**config.mk**
```make
export PLATFORM = sky130hd
export DESIGN_NAME = line_follow_steering
export DESIGN_NICKNAME = d
export VERILOG_FILES = /design/src/hw/rtl/lfs_pkg.sv /design/src/hw/rtl/line_follow_steering.sv /design/src/hw/rtl/lfs_csr.sv /design/src/hw/rtl/lfs_ctrl.sv /design/src/hw/rtl/lfs_dpath.sv
export SDC_FILE = /design/constraint.sdc
export NUM_CORES = 2
export LEC_CHECK = 0
export ABC_AREA = 1
export BUFFER_PORTS_ARGS = -buffer_cell sky130_fd_sc_hd__buf_2
export CORE_UTILIZATION = 63
export DETAILED_ROUTE_END_ITERATION = 8
export PLACE_DENSITY = 0.86
export SYNTH_ARGS = -nofsm -noshare
export SYNTH_HDL_FRONTEND = slang
export SYNTH_HIERARCHICAL = 1
export SYNTH_SLANG_ARGS = --single-unit
```
**constraint.sdc**
```tcl
create_clock -name clock -period 10.1 [get_ports clock]
set_input_delay 2.525 -clock clock [delete_from_list [all_inputs] [get_ports clock]]
set_output_delay 2.525 -clock clock [all_outputs]
set_load 0.005 [all_outputs]
```
**src/hw/rtl/lfs_pkg.sv**
```systemverilog
package lfs_pkg;

   localparam int SAMPLE_BITS = 12;
   localparam int SAMPLE_W    = 12;
   localparam int NUM_SAMPLES = 12;
   localparam int IN_DATA_W   = SAMPLE_W * NUM_SAMPLES;
   localparam int OUT_DATA_W  = 72;

   localparam logic [SAMPLE_W-1:0] SAMPLE_MASK = SAMPLE_W'((1 << SAMPLE_BITS) - 1);

   localparam int DEN_W = 15;
   localparam logic [DEN_W-1:0] DEN_OFFSET = DEN_W'(1 << SAMPLE_BITS);

   localparam int QUO_W     = 15;
   localparam int DIV_STEPS = QUO_W;
   localparam int CNT_W     = 4;
   localparam logic [CNT_W-1:0] DIV_LAST = CNT_W'(DIV_STEPS - 1);

   localparam int MUL_A_W = 19;
   localparam int MUL_B_W = 17;
   localparam int PROD_W  = MUL_A_W + MUL_B_W;
   localparam int ACC_W   = PROD_W + 1;

   localparam logic [MUL_B_W-1:0] LOST_RECIP = MUL_B_W'(13107);

   localparam logic [1:0] DIR_FRONT = 2'd0;
   localparam logic [1:0] DIR_BACK  = 2'd1;
   localparam logic [1:0] DIR_RIGHT = 2'd2;
   localparam logic [1:0] DIR_LEFT  = 2'd3;

   localparam int ADDR_W = 5;
   localparam logic [2:0] REG_TRAVEL_DIRECTION = 3'd0;
   localparam logic [2:0] REG_DRIVE_SPEED      = 3'd1;
   localparam logic [2:0] REG_LOST_THRESHOLD   = 3'd2;
   localparam logic [2:0] REG_GAIN_LONG_AXIS   = 3'd3;
   localparam logic [2:0] REG_GAIN_SIDE_AXIS   = 3'd4;
   localparam logic [2:0] REG_GAIN_DERIVATIVE  = 3'd5;

   localparam logic [1:0]  RST_TRAVEL_DIRECTION = 2'd0;
   localparam logic [15:0] RST_DRIVE_SPEED      = 16'd4096;
   localparam logic [11:0] RST_LOST_THRESHOLD   = 12'd1000;
   localparam logic [15:0] RST_GAIN_LONG_AXIS   = 16'd26214;
   localparam logic [15:0] RST_GAIN_SIDE_AXIS   = 16'd9830;
   localparam logic [15:0] RST_GAIN_DERIVATIVE  = 16'd0;

   typedef struct packed {
      logic [1:0]  travel_direction;
      logic [15:0] drive_speed;
      logic [11:0] lost_threshold;
      logic [15:0] gain_long_axis;
      logic [15:0] gain_side_axis;
      logic [15:0] gain_derivative;
   } cfg_type;

   typedef struct packed {
      logic load;
      logic div_step;
      logic mul_p;
      logic mul_d;
      logic sum;
      logic lost_mul;
      logic write_out;
   } cmd_type;

   typedef struct packed {
      logic lost_now;
   } sts_type;

endpackage

```
**src/hw/rtl/line_follow_steering.sv**
```systemverilog
// Channel   Dir  Handshake              Payload
// req_      in   req_tvalid/req_tready  tdata: sample_0..sample_11
// rsp_      out  rsp_tvalid/rsp_tready  tdata: vel_x, vel_y, turn_rate, line_error
//                                       tuser: line_gone
// csr_      in   APB, pready high       six registers at 4*index
//
// Frame with line seen: accept, 15 restoring divide steps, two multiplies
// on the one shared multiplier, sum, output load.
// Frame with line lost: accept, reciprocal multiply, output load.
// Next frame is taken once the current result is in the output register.
// A stalled result holds; reset clears control state and the stored error.
module line_follow_steering (
   input  logic                           clock,
   input  logic                           reset,
   input  logic                           req_tvalid,
   output logic                           req_tready,
   input  logic [lfs_pkg::IN_DATA_W-1:0]  req_tdata,   // sample_0 .. sample_11, 12 bits each
   output logic                           rsp_tvalid,
   input  logic                           rsp_tready,
   output logic [lfs_pkg::OUT_DATA_W-1:0] rsp_tdata,   // vel_x, vel_y, turn_rate, line_error, 0
   output logic                           rsp_tuser,   // line_gone
   input  logic                           csr_psel,
   input  logic                           csr_penable,
   input  logic                           csr_pwrite,
   input  logic [lfs_pkg::ADDR_W-1:0]     csr_paddr,
   input  logic [31:0]                    csr_pwdata,
   output logic [31:0]                    csr_prdata,
   output logic                           csr_pready
);

   lfs_pkg::cfg_type cfg;
   lfs_pkg::cmd_type cmd;
   lfs_pkg::sts_type sts;

   lfs_csr u_csr (
      .clock       (clock),
      .reset       (reset),
      .csr_psel    (csr_psel),
      .csr_penable (csr_penable),
      .csr_pwrite  (csr_pwrite),
      .csr_paddr   (csr_paddr),
      .csr_pwdata  (csr_pwdata),
      .csr_prdata  (csr_prdata),
      .csr_pready  (csr_pready),
      .cfg         (cfg)
   );

   lfs_ctrl u_ctrl (
      .clock      (clock),
      .reset      (reset),
      .req_tvalid (req_tvalid),
      .req_tready (req_tready),
      .rsp_tvalid (rsp_tvalid),
      .rsp_tready (rsp_tready),
      .sts        (sts),
      .cmd        (cmd)
   );

   lfs_dpath u_dpath (
      .clock     (clock),
      .reset     (reset),
      .cfg       (cfg),
      .cmd       (cmd),
      .sts       (sts),
      .req_tdata (req_tdata),
      .rsp_tdata (rsp_tdata),
      .rsp_tuser (rsp_tuser)
   );

endmodule

```
**src/hw/rtl/lfs_csr.sv**
```systemverilog
module lfs_csr (
   input  logic                       clock,
   input  logic                       reset,
   input  logic                       csr_psel,
   input  logic                       csr_penable,
   input  logic                       csr_pwrite,
   input  logic [lfs_pkg::ADDR_W-1:0] csr_paddr,
   input  logic [31:0]                csr_pwdata,
   output logic [31:0]                csr_prdata,
   output logic                       csr_pready,
   output lfs_pkg::cfg_type           cfg
);

   lfs_pkg::cfg_type cfg_ff;
   lfs_pkg::cfg_type cfg_in;
   logic             wr_en;
   logic [2:0]       idx;

   assign csr_pready = 1'b1;
   assign idx        = csr_paddr[4:2];
   assign wr_en      = csr_psel & csr_penable & csr_pwrite & csr_pready;
   assign cfg        = cfg_ff;

   always_comb begin
      cfg_in = cfg_ff;
      if (wr_en) begin
         unique case (idx)
            lfs_pkg::REG_TRAVEL_DIRECTION: cfg_in.travel_direction = csr_pwdata[1:0];
            lfs_pkg::REG_DRIVE_SPEED:      cfg_in.drive_speed      = csr_pwdata[15:0];
            lfs_pkg::REG_LOST_THRESHOLD:   cfg_in.lost_threshold   = csr_pwdata[11:0];
            lfs_pkg::REG_GAIN_LONG_AXIS:   cfg_in.gain_long_axis   = csr_pwdata[15:0];
            lfs_pkg::REG_GAIN_SIDE_AXIS:   cfg_in.gain_side_axis   = csr_pwdata[15:0];
            lfs_pkg::REG_GAIN_DERIVATIVE:  cfg_in.gain_derivative  = csr_pwdata[15:0];
            default: cfg_in = cfg_ff;
         endcase
      end
   end

   always_comb begin
      unique case (idx)
         lfs_pkg::REG_TRAVEL_DIRECTION: csr_prdata = {30'b0, cfg_ff.travel_direction};
         lfs_pkg::REG_DRIVE_SPEED:      csr_prdata = {16'b0, cfg_ff.drive_speed};
         lfs_pkg::REG_LOST_THRESHOLD:   csr_prdata = {20'b0, cfg_ff.lost_threshold};
         lfs_pkg::REG_GAIN_LONG_AXIS:   csr_prdata = {16'b0, cfg_ff.gain_long_axis};
         lfs_pkg::REG_GAIN_SIDE_AXIS:   csr_prdata = {16'b0, cfg_ff.gain_side_axis};
         lfs_pkg::REG_GAIN_DERIVATIVE:  csr_prdata = {16'b0, cfg_ff.gain_derivative};
         default: csr_prdata = 32'b0;
      endcase
   end

   always_ff @(posedge clock) begin
      if (reset) begin
         cfg_ff.travel_direction <= lfs_pkg::RST_TRAVEL_DIRECTION;
         cfg_ff.drive_speed      <= lfs_pkg::RST_DRIVE_SPEED;
         cfg_ff.lost_threshold   <= lfs_pkg::RST_LOST_THRESHOLD;
         cfg_ff.gain_long_axis   <= lfs_pkg::RST_GAIN_LONG_AXIS;
         cfg_ff.gain_side_axis   <= lfs_pkg::RST_GAIN_SIDE_AXIS;
         cfg_ff.gain_derivative  <= lfs_pkg::RST_GAIN_DERIVATIVE;
      end else begin
         cfg_ff <= cfg_in;
      end
   end

endmodule

```
**src/hw/rtl/lfs_ctrl.sv**
```systemverilog
module lfs_ctrl (
   input  logic             clock,
   input  logic             reset,
   input  logic             req_tvalid,
   output logic             req_tready,
   output logic             rsp_tvalid,
   input  logic             rsp_tready,
   input  lfs_pkg::sts_type sts,
   output lfs_pkg::cmd_type cmd
);

   typedef enum logic [6:0] {
      ST_IDLE = 7'b0000001,
      ST_DIV  = 7'b0000010,
      ST_MULP = 7'b0000100,
      ST_MULD = 7'b0001000,
      ST_SUM  = 7'b0010000,
      ST_LMUL = 7'b0100000,
      ST_DONE = 7'b1000000
   } state_type;

   state_type                state_ff, state_in;
   logic [lfs_pkg::CNT_W-1:0] cnt_ff, cnt_in;
   logic                     valid_ff, valid_in;
   logic                     req_fire;
   logic                     out_free;

   assign req_tready = (state_ff == ST_IDLE);
   assign rsp_tvalid = valid_ff;
   assign req_fire   = req_tvalid & req_tready;
   assign out_free   = ~valid_ff | rsp_tready;

   always_comb begin
      state_in = state_ff;
      cnt_in   = cnt_ff;
      cmd      = '0;
      unique case (state_ff)
         ST_IDLE: begin
            if (req_fire) begin
               cmd.load = 1'b1;
               cnt_in   = '0;
               state_in = sts.lost_now ? ST_LMUL : ST_DIV;
            end
         end
         ST_DIV: begin
            cmd.div_step = 1'b1;
            cnt_in       = cnt_ff + 1'b1;
            if (cnt_ff == lfs_pkg::DIV_LAST) begin
               state_in = ST_MULP;
            end
         end
         ST_MULP: begin
            cmd.mul_p = 1'b1;
            state_in  = ST_MULD;
         end
         ST_MULD: begin
            cmd.mul_d = 1'b1;
            state_in  = ST_SUM;
         end
         ST_SUM: begin
            cmd.sum  = 1'b1;
            state_in = ST_DONE;
         end
         ST_LMUL: begin
            cmd.lost_mul = 1'b1;
            state_in     = ST_DONE;
         end
         ST_DONE: begin
            if (out_free) begin
               cmd.write_out = 1'b1;
               state_in      = ST_IDLE;
            end
         end
         default: state_in = ST_IDLE;
      endcase
   end

   always_comb begin
      valid_in = valid_ff;
      if (cmd.write_out) begin
         valid_in = 1'b1;
      end else if (rsp_tready) begin
         valid_in = 1'b0;
      end
   end

   always_ff @(posedge clock) begin
      if (reset) begin
         state_ff <= ST_IDLE;
         cnt_ff   <= '0;
         valid_ff <= 1'b0;
      end else begin
         state_ff <= state_in;
         cnt_ff   <= cnt_in;
         valid_ff <= valid_in;
      end
   end

endmodule

```
**src/hw/rtl/lfs_dpath.sv**
```systemverilog
module lfs_dpath (
   input  logic                           clock,
   input  logic                           reset,
   input  lfs_pkg::cfg_type               cfg,
   input  lfs_pkg::cmd_type               cmd,
   output lfs_pkg::sts_type               sts,
   input  logic [lfs_pkg::IN_DATA_W-1:0]  req_tdata,
   output logic [lfs_pkg::OUT_DATA_W-1:0] rsp_tdata,
   output logic                           rsp_tuser
);

   logic [lfs_pkg::SAMPLE_W-1:0] samp [lfs_pkg::NUM_SAMPLES];
   logic [lfs_pkg::SAMPLE_W-1:0] sa, sb, sc, sd;
   logic                         lost_c;
   logic [lfs_pkg::DEN_W-1:0]    pos_c, neg_c, mag_c, den_c;
   logic                         negative_c;

   logic                         lost_ff;
   logic                         neg_ff;
   logic [lfs_pkg::DEN_W-1:0]    den_ff;
   logic [lfs_pkg::DEN_W-1:0]    rem_ff, rem_in;
   logic [lfs_pkg::QUO_W-1:0]    quo_ff, quo_in;
   logic [lfs_pkg::DEN_W:0]      trial;
   logic                         ge;

   logic signed [15:0]           err_c, err_ff, prev_ff;
   logic signed [16:0]           change_c;
   logic [15:0]                  gain;
   logic [17:0]                  x3;

   logic signed [lfs_pkg::MUL_A_W-1:0] mul_a;
   logic signed [lfs_pkg::MUL_B_W-1:0] mul_b;
   logic signed [lfs_pkg::PROD_W-1:0]  prod, p1_ff, p2_ff;
   logic signed [lfs_pkg::ACC_W-1:0]   acc_ff, acc_adj, tq;
   logic signed [15:0]                 turn_c;

   logic [15:0]                  q0;
   logic [17:0]                  r5;
   logic [15:0]                  spd_lost, spd;
   logic signed [16:0]           spd_s, vel_x, vel_y;
   logic signed [15:0]           line_err;

   logic [lfs_pkg::OUT_DATA_W-1:0] tdata_ff;
   logic                           tuser_ff;

   always_comb begin
      for (int i = 0; i < lfs_pkg::NUM_SAMPLES; i++) begin
         samp[i] = req_tdata[lfs_pkg::SAMPLE_W*i +: lfs_pkg::SAMPLE_W] & lfs_pkg::SAMPLE_MASK;
      end
   end

   always_comb begin
      unique case (cfg.travel_direction)
         lfs_pkg::DIR_FRONT: begin
            sa = samp[0]; sb = samp[1]; sc = samp[2];  sd = samp[3];
         end
         lfs_pkg::DIR_BACK: begin
            sa = samp[0]; sb = samp[1]; sc = samp[3];  sd = samp[4];
         end
         lfs_pkg::DIR_RIGHT: begin
            sa = samp[8]; sb = samp[9]; sc = samp[10]; sd = samp[11];
         end
         default: begin
            sa = samp[4]; sb = samp[5]; sc = samp[6];  sd = samp[7];
         end
      endcase
   end

   assign lost_c = (sa < cfg.lost_threshold) && (sb < cfg.lost_threshold) &&
                   (sc < cfg.lost_threshold) && (sd < cfg.lost_threshold);
   assign sts.lost_now = lost_c;

   assign pos_c      = {3'b0, sc} + {2'b0, sd, 1'b0} + {3'b0, sd};
   assign neg_c      = {3'b0, sb} + {2'b0, sa, 1'b0} + {3'b0, sa};
   assign negative_c = (neg_c > pos_c);
   assign mag_c      = negative_c ? (neg_c - pos_c) : (pos_c - neg_c);
   assign den_c      = {3'b0, sa} + {3'b0, sb} + {3'b0, sc} + {3'b0, sd} + lfs_pkg::DEN_OFFSET;

   assign trial = {rem_ff, quo_ff[lfs_pkg::QUO_W-1]};
   assign ge    = (trial >= {1'b0, den_ff});

   always_comb begin
      rem_in = rem_ff;
      quo_in = quo_ff;
      if (cmd.load) begin
         rem_in = {2'b0, mag_c[14:2]};
         quo_in = {mag_c[1:0], 13'b0};
      end else if (cmd.div_step) begin
         rem_in = ge ? lfs_pkg::DEN_W'(trial - {1'b0, den_ff}) : lfs_pkg::DEN_W'(trial);
         quo_in = {quo_ff[lfs_pkg::QUO_W-2:0], ge};
      end
   end

   assign err_c    = neg_ff ? -$signed({1'b0, quo_ff}) : $signed({1'b0, quo_ff});
   assign change_c = {err_ff[15], err_ff} - {prev_ff[15], prev_ff};
   assign gain     = (cfg.travel_direction == lfs_pkg::DIR_FRONT ||
                      cfg.travel_direction == lfs_pkg::DIR_BACK) ?
                     cfg.gain_long_axis : cfg.gain_side_axis;
   assign x3       = {2'b0, cfg.drive_speed} + {1'b0, cfg.drive_speed, 1'b0};

   always_comb begin
      priority if (cmd.mul_p) begin
         mul_a = {{3{err_c[15]}}, err_c};
         mul_b = {1'b0, gain};
      end else if (cmd.mul_d) begin
         mul_a = {{2{change_c[16]}}, change_c};
         mul_b = {1'b0, cfg.gain_derivative};
      end else begin
         mul_a = {1'b0, x3};
         mul_b = lfs_pkg::LOST_RECIP;
      end
   end

   assign prod = mul_a * mul_b;

   assign acc_adj = acc_ff[lfs_pkg::ACC_W-1] ? (acc_ff + lfs_pkg::ACC_W'(65535)) : acc_ff;
   assign tq      = acc_adj >>> 16;

   always_comb begin
      priority if (tq > $signed(lfs_pkg::ACC_W'(32767))) begin
         turn_c = 16'sh7fff;
      end else if (tq < -$signed(lfs_pkg::ACC_W'(32768))) begin
         turn_c = -16'sh8000;
      end else begin
         turn_c = tq[15:0];
      end
   end

   assign q0       = p1_ff[31:16];
   assign r5       = x3 - ({q0, 2'b0} + {2'b0, q0});
   assign spd_lost = q0 + {15'b0, (r5 >= 18'd5)};
   assign spd      = lost_ff ? spd_lost : cfg.drive_speed;
   assign spd_s    = $signed({1'b0, spd});
   assign line_err = lost_ff ? prev_ff : err_ff;

   always_comb begin
      vel_x = '0;
      vel_y = '0;
      unique case (cfg.travel_direction)
         lfs_pkg::DIR_FRONT: vel_y = spd_s;
         lfs_pkg::DIR_BACK:  vel_y = -spd_s;
         lfs_pkg::DIR_RIGHT: vel_x = spd_s;
         default:            vel_x = -spd_s;
      endcase
   end

   always_ff @(posedge clock) begin
      if (cmd.load) begin
         lost_ff <= lost_c;
         neg_ff  <= negative_c;
         den_ff  <= den_c;
      end
      rem_ff <= rem_in;
      quo_ff <= quo_in;
      if (cmd.mul_p) begin
         err_ff <= err_c;
      end
      if (cmd.mul_p | cmd.lost_mul) begin
         p1_ff <= prod;
      end
      if (cmd.mul_d) begin
         p2_ff <= prod;
      end
      if (cmd.sum) begin
         acc_ff <= {p1_ff[lfs_pkg::PROD_W-1], p1_ff} + {p2_ff[lfs_pkg::PROD_W-1], p2_ff};
      end
      if (cmd.write_out) begin
         tdata_ff <= {6'b0, line_err, (lost_ff ? 16'sd0 : turn_c), vel_y, vel_x};
         tuser_ff <= lost_ff;
      end
   end

   always_ff @(posedge clock) begin
      if (reset) begin
         prev_ff <= '0;
      end else if (cmd.write_out && !lost_ff) begin
         prev_ff <= err_ff;
      end
   end

   assign rsp_tdata = tdata_ff;
   assign rsp_tuser = tuser_ff;

endmodule

```
==> qor.txt <==
Status - finished, final reports clean
Vias/cell - 5.81
Maximum VDD drop - 0.151 mV
H-tree Lvls - 2
EDFF count, synth - 224
Post-synthesis simple-gate area fraction - 22.9%
Min-delay worst type - reg -> reg
Post-detail-place hpwl - 95,400 um
Commonest cells after routing, fill and taps aside - nand2_1 (1,101), inv_1 (949), nor2_1 (480), fa_1 (376), ha_1 (309)
Syn avg cell area - 7.71 sq um
CP required - 10.44 ns
Finished Cell Area - 43,200 sq um
Vias in the first global route - 34,819
Drc violations - 0
Largest family of logic cells by synthesized area - adder cells
Fmax - 0.111 GHz
Cell accounting for the most synthesized area - fa_1
Clock Latency Late Sink - 0.59 ns
Synth-to-layout area growth - 8.15%
Antenna violations before repair - 4
Num CTS Buffers - 40
Top FF cell, synth - edfxtp_1
Tightest Pin Transition - 1.20 ns
Hold_buf cts - 0
TNS Setup - 0 ns
FP Rows - 91
Final Setup Violations - 0
Pwr/cell area - 137 nW/um^2
Die area - 64,400 sq um
Final hold violations - 0
Routed vias - 36,234
Global route hottest layer - met2
Mux share of post-synthesis cell area - 0%
Longest Clk Path Bufs - 3
Clock slew at reported path FFs - 0.06 ns
Leak - 21.5 nW
Crit path max fanout - 12
First-pass DRT Iterations - 7
Fin crit share - 89.5%
Clock Tree Root - clkbuf_16
Fill cells - 5,130
ANT nets after route - 0
Total GRT Usage - 37.1%
Max_cap viols - 0
Most common cell after layout, fill and taps aside - nand2_1
Grt met3 use - 9.72%
Net count, final - 6,247
Crit path DAT - 9.38 ns
Share of layout cells above drive strength 1 - 9.79%
Core area - 62,200 sq um
WL/cell - 19.1 um
Top cells by area, synth - fa_1 (19%), edfxtp_1 (17%), nand2_1 (10%)
First-pass GRT wire length - 185,000 um
Post-CTS Setup Bufs - 0
Die Span Y - 254 um
Number of top-level pins - 296
Largest net degree at the start of global routing - 79
Slowest stage cell, crit path - dfxtp_1
Initial Util - 64.2%
PortBufs - 254
Asr flop ratio synth - 0%
Initial drt markers - 3,908
Mapped Cells - 5,177
Met2 usage - 56.8%
Post-synthesis adder-cell area fraction - 28.5%
Die Span X - 254 um
CP max stage delay - 0.68 ns
Crit. End Element - flip-flop
Post_cts resized - 0
Syn. warnings - 6
Mapped Area - 39,900 sq um
Slew HR - 19.7%
Share of the synthesized area in the top cell type - 18.9%
Clk sink count - 345
Worst Skew - 0.0267 ns
GRT met1 Usage - 50.0%
Placed cell area - 41,800 sq um
Synth cell types - 70
Cell repeated most along the worst path - nand2_1
CTS tree - yes
Critical path class - reg -> reg
Register area share after synthesis - 22.9%
Gr ovfl total - 0
Synth Area in XOR/XNOR - 3.86%
FF+latch count, synth - 345
Slew Limit Fails - 0
Compound-Gate Fraction of Synth Area - 10.3%
Min Clock Period, post-route - 9.04 ns
RSZ-0062 raised after global routing - no
GPL Wtd Cong - 1.01
Total wire length - 119,000 um
Crit start category - flip-flop
Area taken by flip-flops and latches - 9150 sq um
Area of the multi-input gates - 26,300 sq um
## metal layers
metal	routed length (um)	share of wire [%]
met5	27	0.023
met4	5440	4.6
met3	14500	12
met2	51400	43
met1	47800	40
## cell type report
cell class | count | area share, %
tap | 837 | 2.43
multi-input combinational | 3712 | 61.0
clock inverter | 19 | 0.615
clock buffer | 52 | 2.54
inverter | 981 | 8.54
timing repair buffer | 294 | 3.64
antenna | 1 | 0.00580
sequential | 345 | 21.2
## where the power goes
part / total (mW) / internal (mW) / leakage (nW) / switching (mW)
logic: 2.70 / 0.920 / 17.8 / 1.78
registers: 1.66 / 1.63 / 3.03 / 0.0369
clock network: 1.53 / 0.903 / 0.664 / 0.625
total: 5.89 / 3.45 / 21.5 / 2.44
## through the flow
step	hold WS, ns	power, mW	util (%)	setup slack (ns)	instances
3_5_place_dp	0.467	4.29	67.2	1.32	6169
3_3_place_gp	0.456	4.24	67.2	1.42	6169
5_1_grt	0.507	6.26	69.4	0.747	6241
2_1_floorplan	0.421	3.63	-	1.30	5197
6_report	0.484	5.89	69.4	1.06	6241
4_1_cts	0.481	5.82	69.4	1.28	6240
## cell families after synthesis
| family | count (synthesis) |
|---|---|
| flip-flops | 345 |
| XOR/XNOR | 176 |
| buffers and inverters | 1140 |
| AO/OA/AOI/OAI | 695 |
| AND/OR/NAND/NOR | 2133 |
| other | 3 |
| adder cells (fa/ha/maj) | 685 |
## flip-flops by register name, indices dropped and copies added (netlist names)
signal and cells:
u_dpath/prev_ff 16, u_dpath/rsp_tuser 1, u_dpath/neg_ff 1, u_ctrl/state_ff 7
u_dpath/p1_ff 36, u_dpath/quo_ff 15, u_dpath/rsp_tdata 66, u_ctrl/rsp_tvalid 1
u_dpath/den_ff 15, u_csr/cfg 78, u_dpath/p2_ff 36, u_dpath/acc_ff 37
u_dpath/lost_ff 1, u_ctrl/cnt_ff 4, u_dpath/err_ff 16, u_dpath/rem_ff 15
## cells in the mapped netlist, drive strengths merged, types with 2 or more instances
cell and number:
nor4 16, o221a 11, nand2 1128, nor3 40, clkbuf 66, o21bai 27, conb 3, nand3 294
inv 975, a21oi 269, or2 50, a221oi 2, o2111ai 2, o31ai 3, dfxtp 121, nand4 84
xor2 131, o221ai 5, a31oi 23, a32oi 9, nand3b 7, xnor2 45, o22ai 35, clkinv 6
o22a 9, o211ai 16, edfxtp 224, o21a 39, a22oi 5, and2 4, fa 376, buf 92
nor2 509, ha 309, a21boi 6, a211oi 7, o21ai 209, a21o 15
## worst max-delay path: cells and delay by family, from the launching register on
kind / cells / cell delay [ns]
AOI/OAI and AO/OA: 3 / 0.73
buffers and inverters: 7 / 0.71
xor gates and xnor gates: 2 / 0.68
adders and majority gates: 9 / 4.19
and+or+nand+nor: 13 / 1.77
DFF: 1 / 0.68
## path summary, 6_finish.rpt
path / from / to / slack, ns / cells after the start
max: u_csr/cfg[61] / u_dpath/p2_ff[24] / 1.06 / 34
min: u_csr/cfg[38] / u_csr/cfg[38] / 0.48 / 2
max reg2reg: u_csr/cfg[61] / u_dpath/p2_ff[24] / 1.06 / 34
min reg2reg: u_csr/cfg[38] / u_csr/cfg[38] / 0.48 / 2
Note: power is estimated with default switching activity, not from simulation.
